**src/emme_pkg.sv**
```systemverilog
`default_nettype none
package emme_pkg;

	localparam int EVENT_BITS_DEF = 32;
	localparam int COUNT_BITS = 16;
	localparam int FRAC_BITS = 16;
	localparam int PT_FRAC = 16;

	localparam logic [2:0] ACT_EV1 = 3'd0;
	localparam logic [2:0] ACT_EV2 = 3'd1;
	localparam logic [2:0] ACT_FIN1 = 3'd2;
	localparam logic [2:0] ACT_FIN2 = 3'd3;
	localparam logic [2:0] ACT_CLR = 3'd4;

	localparam logic [15:0] N_MASK = (COUNT_BITS >= 16) ? 16'hFFFF
		: 16'((64'd1 << COUNT_BITS) - 64'd1);

	localparam logic signed [63:0] INT_MAX = 64'sh7FFF_FFFF_FFFF_FFFF;
	localparam logic signed [63:0] INT_MIN = 64'sh8000_0000_0000_0000;
	localparam logic signed [63:0] OUT_MAX = 64'sh0000_7FFF_FFFF_FFFF;
	localparam logic signed [63:0] OUT_MIN = 64'shFFFF_8000_0000_0000;

	typedef enum logic [2:0] {
		OP_EV1,
		OP_EV2,
		OP_FIN1,
		OP_FIN2,
		OP_CLR,
		OP_BAD
	} op_t;

	typedef enum logic [1:0] {
		ST_OK    = 2'd0,
		ST_EMPTY = 2'd1,
		ST_BAD   = 2'd2,
		ST_SAT   = 2'd3
	} stat_t;

	typedef enum logic [4:0] {
		B_IDLE,
		B_EV1,
		B_EV1_ADD,
		B_EV2_A,
		B_EV2_B,
		B_EV2_ADD,
		B_F1_MC,
		B_F1_MSQ,
		B_F1_MPT,
		B_F1_MPTN,
		B_F1_PPP,
		B_F2_VAR,
		B_F2_COV,
		B_M2,
		B_F1_COV,
		B_DV_T,
		B_DV_Q,
		B_RV_Q,
		B_PUT
	} bst_t;

	typedef struct packed {
		op_t         op;
		logic [15:0] n;
		logic [31:0] pt;
	} item_t;

	typedef struct packed {
		logic  valid;
		item_t item;
	} qhead_t;

	typedef struct packed {
		logic               sat;
		logic signed [63:0] v;
	} sres_t;

	function automatic logic [63:0] mag64(input logic signed [63:0] x);
		mag64 = x[63] ? 64'(-x) : 64'(x);
	endfunction

	function automatic sres_t signed_sat(input logic [63:0] m, input logic neg);
		sres_t r;
		r.sat = 1'b0;
		if (!neg) begin
			if (m[63]) begin
				r.sat = 1'b1;
				r.v = INT_MAX;
			end else begin
				r.v = signed'(m);
			end
		end else begin
			if (m > 64'h8000_0000_0000_0000) begin
				r.sat = 1'b1;
				r.v = INT_MIN;
			end else begin
				r.v = -signed'(m);
			end
		end
		return r;
	endfunction

	function automatic sres_t ssub(input logic signed [63:0] a, input logic signed [63:0] b);
		sres_t r;
		logic [64:0] d;
		d = {a[63], a} - {b[63], b};
		r.sat = d[64] != d[63];
		if (r.sat) begin
			r.v = d[64] ? INT_MIN : INT_MAX;
		end else begin
			r.v = signed'(d[63:0]);
		end
		return r;
	endfunction

	function automatic sres_t sadd(input logic signed [63:0] a, input logic signed [63:0] b);
		sres_t r;
		logic [64:0] s;
		s = {a[63], a} + {b[63], b};
		r.sat = s[64] != s[63];
		if (r.sat) begin
			r.v = s[64] ? INT_MIN : INT_MAX;
		end else begin
			r.v = signed'(s[63:0]);
		end
		return r;
	endfunction

	function automatic sres_t clamp48(input logic signed [63:0] x);
		sres_t r;
		r.sat = 1'b0;
		r.v = x;
		if (x > OUT_MAX) begin
			r.sat = 1'b1;
			r.v = OUT_MAX;
		end else if (x < OUT_MIN) begin
			r.sat = 1'b1;
			r.v = OUT_MIN;
		end
		return r;
	endfunction

	function automatic sres_t qmul_post(input logic [127:0] p, input logic neg);
		sres_t r;
		logic [127:0] s;
		logic [63:0] m;
		logic hi;
		s = (p + (128'd1 << (FRAC_BITS - 1))) >> FRAC_BITS;
		hi = s[127:64] != 64'd0;
		m = hi ? '1 : s[63:0];
		r = signed_sat(m, neg);
		r.sat = r.sat | hi;
		return r;
	endfunction

endpackage
`default_nettype wire

```
**src/emme_if.sv**
```systemverilog
`default_nettype none
interface emme_in_if;
	logic        valid;
	logic        ready;
	logic [2:0]  action;
	logic [15:0] particle_count;
	logic [31:0] event_pt;

	modport source(output valid, action, particle_count, event_pt, input ready);
	modport sink(input valid, action, particle_count, event_pt, output ready);
endinterface

`default_nettype wire

```
**src/emme_front.sv**
```systemverilog
`default_nettype none
module emme_front (
	input  logic            clk,
	input  logic            arst_n,
	emme_in_if.sink         events,
	output emme_pkg::qhead_t head,
	input  logic            pop
);
	import emme_pkg::*;

	item_t      mem_q [2];
	logic       wp_q;
	logic       rp_q;
	logic [1:0] cnt_q;
	item_t      item;
	logic       push;

	always_comb begin
		item.n = events.particle_count & N_MASK;
		item.pt = events.event_pt;
		case (events.action)
			ACT_EV1:  item.op = OP_EV1;
			ACT_EV2:  item.op = OP_EV2;
			ACT_FIN1: item.op = OP_FIN1;
			ACT_FIN2: item.op = OP_FIN2;
			ACT_CLR:  item.op = OP_CLR;
			default:  item.op = OP_BAD;
		endcase
	end

	assign events.ready = cnt_q != 2'd2;
	assign push = events.valid && events.ready;
	assign head.valid = cnt_q != 2'd0;
	assign head.item = mem_q[rp_q];

	always_ff @(posedge clk) begin
		if (push) begin
			mem_q[wp_q] <= item;
		end
	end

	always_ff @(posedge clk or negedge arst_n) begin
		if (!arst_n) begin
			wp_q <= 1'b0;
			rp_q <= 1'b0;
			cnt_q <= 2'd0;
		end else begin
			if (push) begin
				wp_q <= ~wp_q;
			end
			if (pop) begin
				rp_q <= ~rp_q;
			end
			cnt_q <= cnt_q + {1'b0, push} - {1'b0, pop};
		end
	end
endmodule
`default_nettype wire

```
**src/flat_wrapper.sv**
```systemverilog
// flat-port wrapper written by rule: the top's interface ports become plain ports
module emme_front_flat import emme_pkg::*;
  (clk, arst_n, head, pop, events_valid, events_action, events_particle_count, events_event_pt, events_ready);
  emme_in_if events_i ();
  input  logic clk;
  input  logic arst_n;
  output emme_pkg::qhead_t head;
  input  logic pop;
  input wire logic [$bits(events_i.valid)-1:0] events_valid;
  input wire logic [$bits(events_i.action)-1:0] events_action;
  input wire logic [$bits(events_i.particle_count)-1:0] events_particle_count;
  input wire logic [$bits(events_i.event_pt)-1:0] events_event_pt;
  output wire logic [$bits(events_i.ready)-1:0] events_ready;
  assign events_i.valid = events_valid;
  assign events_i.action = events_action;
  assign events_i.particle_count = events_particle_count;
  assign events_i.event_pt = events_event_pt;
  assign events_ready = events_i.ready;
  emme_front u_core (.clk(clk), .arst_n(arst_n), .events(events_i), .head(head), .pop(pop));
endmodule
```
**config.mk**
```make
export PLATFORM = sky130hd
export DESIGN_NAME = emme_front_flat
export DESIGN_NICKNAME = d
export VERILOG_FILES = /design/src/emme_pkg.sv /design/src/emme_if.sv /design/src/emme_front.sv /design/src/flat_wrapper.sv
export SDC_FILE = /design/constraint.sdc
export NUM_CORES = 1
export LEC_CHECK = 0
export BUFFER_PORTS_ARGS = -buffer_cell sky130_fd_sc_hd__clkbuf_2
export CAP_MARGIN = 30
export CORE_MARGIN = 2
export CORE_UTILIZATION = 47
export CTS_CLUSTER_DIAMETER = 100
export DETAILED_ROUTE_END_ITERATION = 8
export MAX_ROUTING_LAYER = met4
export PLACE_DENSITY = 0.72
export SYNTH_ARGS = -nofsm -noshare
export SYNTH_HDL_FRONTEND = slang
export SYNTH_SLANG_ARGS = --single-unit
```
**constraint.sdc**
```tcl
create_clock -name clk -period 3 [get_ports clk]
set_input_delay 0.15 -clock clk [delete_from_list [all_inputs] [get_ports clk]]
set_output_delay 0.15 -clock clk [all_outputs]
set_load 0.02 [all_outputs]
```
# == Yosys cells after proc, flatten, opt, wreduce, memory -nomap -nowiden ==
# Memory sizes are Yosys's and may differ from the RTL's.
# Cells that the tools add are included.
# classes
n_addsub,2
eq_ne,5
n_mux,3
bitwise,2
n_reduce_logical,3
# op_table
op,n
$pmux W3 S5,1
$eq A3 B2 Y1 const B,2
$eq A3 B1 Y1 const B,1
$eq A3 B3 Y1 const B,1
$logic_not A3 Y1,1
$add A2 B1 Y2,1
$mux W1,2
$ne A2 B2 Y1 const B,1
$not A1 Y1,2
$reduce_bool A2 Y1,1
$sub A2 B1 Y2,1
$logic_and A1 B1 Y1,1
# word_totals
regBits,4
ram_bits,102
out_inout_bits,53
wordCells,19
n_memories,1
# memory_table
name,depth,width,read_ports,rd_clocked_by_memory_dff,write_ports,line_no,source
u_core.mem_q,2,51,1,0,1,emme_front.sv:11,item_t mem_q [2];

# == Logic depth before layout (Yosys ltp) ==
# Gate-level depths: netlist (run 1).
# logic_depth
depth_word,4
mapped_depth,6

# == Worst setup path before layout (run 1) ==
# OpenSTA, ideal clock, no wires.
# synth_timing
path_type,register to register
start,register u_core.cnt_q[1]
end,memory u_core.mem_q[0][0] (netlist name) (enable)
setup_ns,0.460
arrival_time_ns,2.892
required_ns,2.540
path_slack_ns,-0.351
path_stages_with_launch,4
n_path_buf,0
synth_period_minus_slack_ns,3.351
path_cell_list,dfrtp_1 > nand2b_1 > nand2_1 > nor2_1
# synth_via
elab_chain_len,4
# synth_rtl
element,line_no,source
from (decl),emme_front.sv:14,logic [1:0] cnt_q;
from (signal assigned),emme_front.sv:54,"cnt_q <= cnt_q + {1'b0, push} - {1'b0, pop};"
$ne A2 B2 Y1,emme_front.sv:31,assign events.ready = cnt_q != 2'd2;
named net events_ready,flat_wrapper.sv:13,output wire logic [$bits(events_i.ready)-1:0] events_ready;
$logic_and A1 B1 Y1,emme_front.sv:32,assign push = events.valid && events.ready;
$mux W1,emme_front.sv:37,if (push) begin
$mux W1 (implied by the code),emme_front.sv:38,mem_q[wp_q] <= item;
to (decl),emme_front.sv:11,
# The timed path passes the listed nets, and every way through them passes these cells.

==> results of run 1 <==
==> power groups by stage <==
stage | clock (mW) | combinational, mW | sequential, mW
after floorplan | 0 | 1.53 | 2.13
after global placement | 0 | 1.70 | 2.32
after detailed placement | 0 | 1.70 | 2.34
after CTS | 0.952 | 1.76 | 2.31
after global routing | 1.00 | 1.84 | 2.34
final | 0.928 | 1.73 | 2.30
==> cells in the final DEF (no fill, tap or decap) <==
cell type and n:
clkbuf_2 107, edfxtp_1 102, dlygate4sd3_1 50, mux2_4 49, clkbuf_8 9, inv_1 3
xnor2_1 3, dfrtp_1 3, mux2_2 2, ha_1 2, clkinv_1 2, bufinv_16 2
buf_4 2, a21o_1 1, nand2b_1 1, nand2_1 1, and3_2 1, or2_2 1
nor2_4 1, xor2_1 1, nor2b_1 1, clkinv_4 1, inv_6 1, clkinvlp_4 1
buf_12 1, dfrtp_4 1
==> state kept, by name, summed over array words and instances, names as in the netlist <==
| name | flops |
|---|---|
| u_core.cnt_q | 2 |
| u_core.mem_q | 102 |
| u_core.rp_q | 1 |
| u_core.wp_q | 1 |
==> worst reg2reg max path, delay by kind of cell (launching register included) <==
| kind | cells | cell delay, ns |
|---|---|---|
| buffers and inverters | 1 | 0.40 |
| flip-flops | 1 | 0.41 |
| AND/OR/NAND/NOR | 2 | 0.76 |
==> cell families after synthesis <==
| group | share of synthesized area (%) |
|---|---|
| muxes | 18.28 |
| AOI/OAI and AO/OA | 0.1811 |
| buffers and inverters | 3.047 |
| and+or+nand+nor | 0.7845 |
| DFF | 76.26 |
| adders and majority gates | 0.6032 |
| xor gates and xnor gates | 0.8448 |
==> synth_stat cells, drive strengths merged <==
cell and count:
edfxtp 102, mux2 51, buf 6, dfrtp 4, inv 3, xnor2 3, ha 2, a21o 1
and3 1, clkbuf 1, nand2 1, nand2b 1, nor2 1, nor2b 1, or2 1, xor2 1
==> per-layer routing <==
layer  track usage [%]  part of all wire (%)
met1             16.01                    42
met2             24.55                    52
met3             3.937                   4.5
met4             5.769                   1.4
met5                 -                     0
==> layout make-up <==
class                           count  area, um2
Inverter                            3      11.26
Fill cell                         629       3168
Sequential cell                   106       3167
Tap cell                          108      135.1
Multi-Input combinational cell     64      867.1
Timing Repair Buffer              160       1071
Clock inverter                      7      92.59
Clock buffer                        9      123.9
==> worst max-delay path by stage <==
stage,end,slack [ns],cells after the start
detailed placement,u_core.mem_q[1][39],1.08,3
CTS,head[49],0.79,2
global placement,u_core.mem_q[1][43],1.14,3
finish,head[49],0.82,2
global route,head[49],0.72,2
floorplan,u_core.mem_q[0][0],0.50,3
==> metrics by stage <==
| stage | total power [mW] | util, % | instance area [um2] |
|---|---|---|---|
| finish | 4.960 | 63.32 | 5468 |
| detailed placement | 4.049 | 55.01 | 4751 |
| CTS | 5.020 | 63.32 | 5468 |
| global route | 5.191 | 63.32 | 5468 |
| floorplan | 3.665 | - | 4150 |
| global placement | 4.018 | 55.01 | 4751 |
==> repair_timing <==
| item | CTS | global route |
|---|---|---|
| hold endpoints to repair | 101 | 0 |
| hold buffers | 50 | 0 |
| setup endpoints to repair | 0 | 0 |
==> reports/results.ini, run 1 <==
[die]
fp.dieH_um = 97.94
boundaryPins = 108
initial_utilization_pct = 48.03
die_w_um = 97.94
row_count = 34
design.die.area_mm2 = 0.009592
design.core.area_mm2 = 0.008636

[yosys]
register_bit_count_reported_by_yosys = 106
syn_nets = 237
netlist_instances = 180
post_synth_instance_area_mm2 = 0.004148
synthTopCellsByArea = edfxtp_1, mux2_4, buf_12, dfrtp_1, xnor2_1
yosysWarningCount = 0
seq_area_frac_synth_pct = 76.26
netlist.top_cell.by_area = edfxtp_1
netlist_cell_types = 18
synth_top_area_share_pct = 73.85
synth_area_per_cell_um2 = 23.04

[sta]
timing.max_slew.rel_slack_pct = 36.17
finalSetupViolations = 0
report.final.slew_viol_count = 0
timing.final.crit_share_pct = 72.55
timing_hold_violations_final = 0
worstMarginPinSlew_ns = 0.9574
maxClockFrequency_mhz = 459.4
fin_crit_ns = 2.177
fin_ws_ns = 0.8234
grt_setup_unrepaired = no
timing.clock.skew_ns = 0.008126
hold_slack_ns = 0.03733
fin_setup_tns_ns = 0

[pwr]
p_leak_nw = 2.247
cell_internal_power_mw = 3.364
combinational_fraction_of_design_power_pct = 35.0
seq_power_share_pct = 46.3
worst_ir_drop_vdd_mv = 0.8201
sw_frac_of_total_pct = 32.18
cellPowerDensity_mw_per_mm2 = 907.2
net-switching-power_mw = 1.596
p_clk_share_pct = 18.7

[place]
dp_cells = 391
buffer_ports.inserted = 107
detailedPlace.worstSlack_ns = 1.075
place_congestion = 0.6871
detailedPlacementHpwl_um = 4228

[detailed_routing]
wire_per_inst_um = 14.42
drc_errors = 0
via_count = 2082
final_antenna_net_count = 0
drt_iter0_drc = 45
finalWirelength_um = 6589
drt-vias-per-instance = 4.556
drt-pass1-iter-count = 4

[critical_path]
setup.worst_path.start_class = register
path_class = reg -> out
endpoint_type_of_the_worst_setup_path = output port
timing.critical_path.slowest_cell_delay_ns = 1.06
largest_driver_fanout_on_the_critical_path = 52
crit_required_ns = 2.85
cp_top_family = flip-flops
critPathBufInv = 1
worstPathArrival_ns = 2.03
timing.critical_path.cells = mux2_2 > clkbuf_2
reg2reg_slack_ns = 1.11
cp-startpoint = u_core.rp_q
timing.reg2reg.worst_path_depth = 3
crit_path_top_delay_cell = dfrtp_4
worstReg2RegStart = u_core.cnt_q[1]
worst_r2r_endpoint = u_core.mem_q[1][40]

[hold_path]
whs_path_depth = 1
hp-start = events_action[2]
hold_path.class = in -> reg
hold_end = u_core.mem_q[1][50]

[status]
status = finished, final reports clean

[grt]
gr-usage-all-layers_pct = 14.38
grt_antenna_before_repair = 0
wire_length_of_the_first_global_routing_pass_um = 10110
grt_pass1_vias = 2147
grt_start_max_net_pins = 53
grt_overflow = 0

[clock_tree]
cts_tree = built
htree_num_levels = 3
cts-buffers-inserted = 9
clk_pin_slew_worst_paths_ns = 0.09
clock_path_buffers = 2
clock_sinks = 106
cts_setup_buffers = 0
clock_insertion_delay_worst_skew_ns = 0.35
postCtsResizedCells = 0
cts.root.buffer_cell = clkbuf_8

[run]
cap_viol_max_count = 0

[final_layout]
post_route_cells_drive_above_1_share_pct = 51.29
fin_nets = 401
antenna_cells_inserted = 0
layout-area-overhead-vs-synth_pct = 31.82
final_cell_count_no_fill = 457

Power figures use the tool's default switching activity.
==> run 2: changes to the inputs <==
==> constraint.sdc (replaced) <==
create_clock -name clk -period 2 [get_ports clk]
set_input_delay 0.1 -clock clk [delete_from_list [all_inputs] [get_ports clk]]
set_output_delay 0.1 -clock clk [all_outputs]
set_load 0.02 [all_outputs]
==> run 2 against run 1 <==
Compared with the run above:
- sequential share of layout area barely moved
- core utilization hardly changed
- count of clock-buffer cells in the layout is 1 higher
- die area stayed put
- register-to-register slack got worse by 0.62 ns
- global-route usage increased by 0.84 points
- final area is essentially flat
- combinational power up 64%
- via count is 3.5% higher
- critical path depth is 1 higher
- critical endpoint is now head[37]
- highest routed layer unchanged
==> reports/results.ini, run 2 (synthesized netlist as in run 1, its figures left out) <==
[final_layout]
reg_top3 = u_core.mem_q (102), u_core.cnt_q (2)  ; unchanged
finish.utilization_pct = 63.27  ; was 63.32%
layout.cells.most_common_list = clkbuf_2, edfxtp_1, dlygate4sd3_1  ; unchanged
fin_nets = 406  ; was 401
layout.cells.most_common = clkbuf_2  ; unchanged
layout-area-overhead-vs-synth_pct = 31.73  ; was 31.82%
post_route_cells_drive_above_1_share_pct = 51.69  ; was 51.29%
postLayoutCellArea_mm2 = 0.005464  ; was 0.005468 mm2
max_ffs_per_register = 102  ; unchanged
largest_register = u_core.mem_q  ; unchanged

[clock_tree]
cts_tree = built  ; unchanged
clock_sinks = 106  ; unchanged
clk_pin_slew_worst_paths_ns = 0.09  ; about the same
clock_path_buffers = 2  ; unchanged
cts_setup_buffers = 0  ; unchanged
clock_insertion_delay_worst_skew_ns = 0.35  ; about the same
htree_num_levels = 3  ; unchanged
postCtsResizedCells = 0  ; unchanged
cts.root.buffer_cell = clkbuf_8  ; unchanged
cts-buffers-inserted = 9  ; unchanged
post_cts_hold_buffer_count = 51  ; was 50

[grt]
grt_antenna_before_repair = 1  ; was 0
grt_start_max_net_pins = 29  ; was 53
grt_overflow = 0  ; unchanged
grt_pass1_vias = 2267  ; was 2147
wire_length_of_the_first_global_routing_pass_um = 10920  ; was 10110 um
gr-usage-all-layers_pct = 15.22  ; was 14.38%

[sta]
maxClockFrequency_mhz = 534.2
timing.clock.skew_ns = 0.003865  ; was 0.008126 ns
fin_setup_tns_ns = 0  ; unchanged
timing_hold_violations_final = 0  ; unchanged
worstMarginPinSlew_ns = 0.3770  ; was 0.9574 ns
timing.max_slew.rel_slack_pct = 74.87  ; was 36.17%
timing.final.crit_share_pct = 93.60
grt_setup_unrepaired = no  ; unchanged
fin_crit_ns = 1.872
hold_slack_ns = 0.04272  ; was 0.03733 ns
finalSetupViolations = 0  ; unchanged
report.final.slew_viol_count = 0  ; unchanged

[detailed_routing]
drt_iter0_drc = 72  ; was 45
finalWirelength_um = 6929  ; was 6589 um
drc_errors = 0  ; unchanged
via_count = 2154  ; was 2082
drt-vias-per-instance = 4.652  ; was 4.556
final_antenna_net_count = 0  ; unchanged
drt-pass1-iter-count = 4  ; unchanged
wire_per_inst_um = 14.97  ; was 14.42 um

[critical_path]
setup.worst_path.start_class = register  ; unchanged
endpoint_type_of_the_worst_setup_path = output port  ; unchanged
reg2reg_slack_ns = 0.49  ; was 1.11 ns
worst_r2r_endpoint = u_core.mem_q[0][27]  ; was u_core.mem_q[1][40]
crit_required_ns = 1.90  ; was 2.85 ns
critPathCapture = head[37]  ; was head[49]
worstReg2RegStart = u_core.cnt_q[1]  ; unchanged
cp-startpoint = u_core.rp_q  ; unchanged
worstPathArrival_ns = 1.77  ; was 2.03 ns
path_class = reg -> out  ; unchanged
largest_driver_fanout_on_the_critical_path = 19  ; was 52
timing.reg2reg.worst_path_depth = 4  ; was 3

[run]
cap_viol_max_count = 0  ; unchanged

[place]
detailedPlacementHpwl_um = 4377  ; was 4228 um
buffer_ports.inserted = 107  ; unchanged
placement.cell_area_mm2 = 0.004781  ; was 0.004751 mm2
place_congestion = 0.6843  ; was 0.6871

[die]
die_w_um = 97.94  ; unchanged
initial_utilization_pct = 48.03  ; unchanged
design.core.area_mm2 = 0.008636  ; unchanged
boundaryPins = 108  ; unchanged
design.die.area_mm2 = 0.009592  ; unchanged
row_count = 34  ; unchanged
fp.dieH_um = 97.94  ; unchanged

[status]
status = finished, final reports clean  ; unchanged

[pwr]
p_leak_nw = 2.251  ; was 2.247 nW
cellPowerDensity_mw_per_mm2 = 1329  ; was 907.2 mW/mm2
worst_ir_drop_vdd_mv = 0.7239  ; was 0.8201 mV

[hold_path]
hold_path.class = in -> reg  ; unchanged

-- run 2: cell types whose count changed in the layout (fill, tap and decap cells not counted), sizes merged --
cell / delta
clkbuf: +1
bufinv: -2
clkinv: +1
buf: +4
diode: +1
dlygate4sd3: +1
-- run 2: worst min path at each step --
stage	start	slack, ns	end	cells after the start
after floorplan	arst_n	-0.20	u_core.cnt_q[0]	0
final	events_action[0]	0.04	u_core.mem_q[1][48]	2
after global placement	arst_n	-0.09	u_core.cnt_q[0]	1
after detailed placement	arst_n	-0.08	u_core.cnt_q[0]	1
after CTS	events_action[0]	0.03	u_core.mem_q[0][48]	2
after global routing	events_action[0]	0.01	u_core.mem_q[0][48]	2
-- run 2: per-stage QoR --
| stage | setup slack [ns] | power (mW) | instances |
|---|---|---|---|
| after floorplan | 0.04565 | 5.493 | 180 |
| after global placement | 0.4931 | 6.074 | 395 |
| after detailed placement | 0.4922 | 6.127 | 395 |
| after CTS | 0.09677 | 7.348 | 462 |
| after global routing | 0.04791 | 7.640 | 463 |
| final | 0.1280 | 7.264 | 463 |
-- run 2: per-layer routing --
metal,vias to the layer above,wire length (um),GRT usage (%)
met3,4,339,3.436
li1,1041,-,-
met2,77,3630,25.76
met5,-,0,-
met1,1032,2918,18.05
met4,0,41,5.235
-- run 2: power breakdown --
part	internal [mW]	switching [mW]
clock network	0.456	0.691
logic	1.33	1.50
registers	3.04	0.238
total	4.83	2.43
-- run 2: critical path, stage by stage (launching register included) --
cell	delay (ns)
dfrtp_4	0.66
buf_4	0.28
mux2_4	0.32
clkbuf_2	0.15
-- run 2: area by class of cell --
cell class              instances  area, um2
repair buffers                165       1111
inverters                       3      11.26
multi-input cells              64      867.1
fillers                       624       3172
clock buffers                  10      127.6
flip-flops and latches        106       3167
diodes                          1      2.502
clock inverters                 6      42.54
well taps                     108      135.1
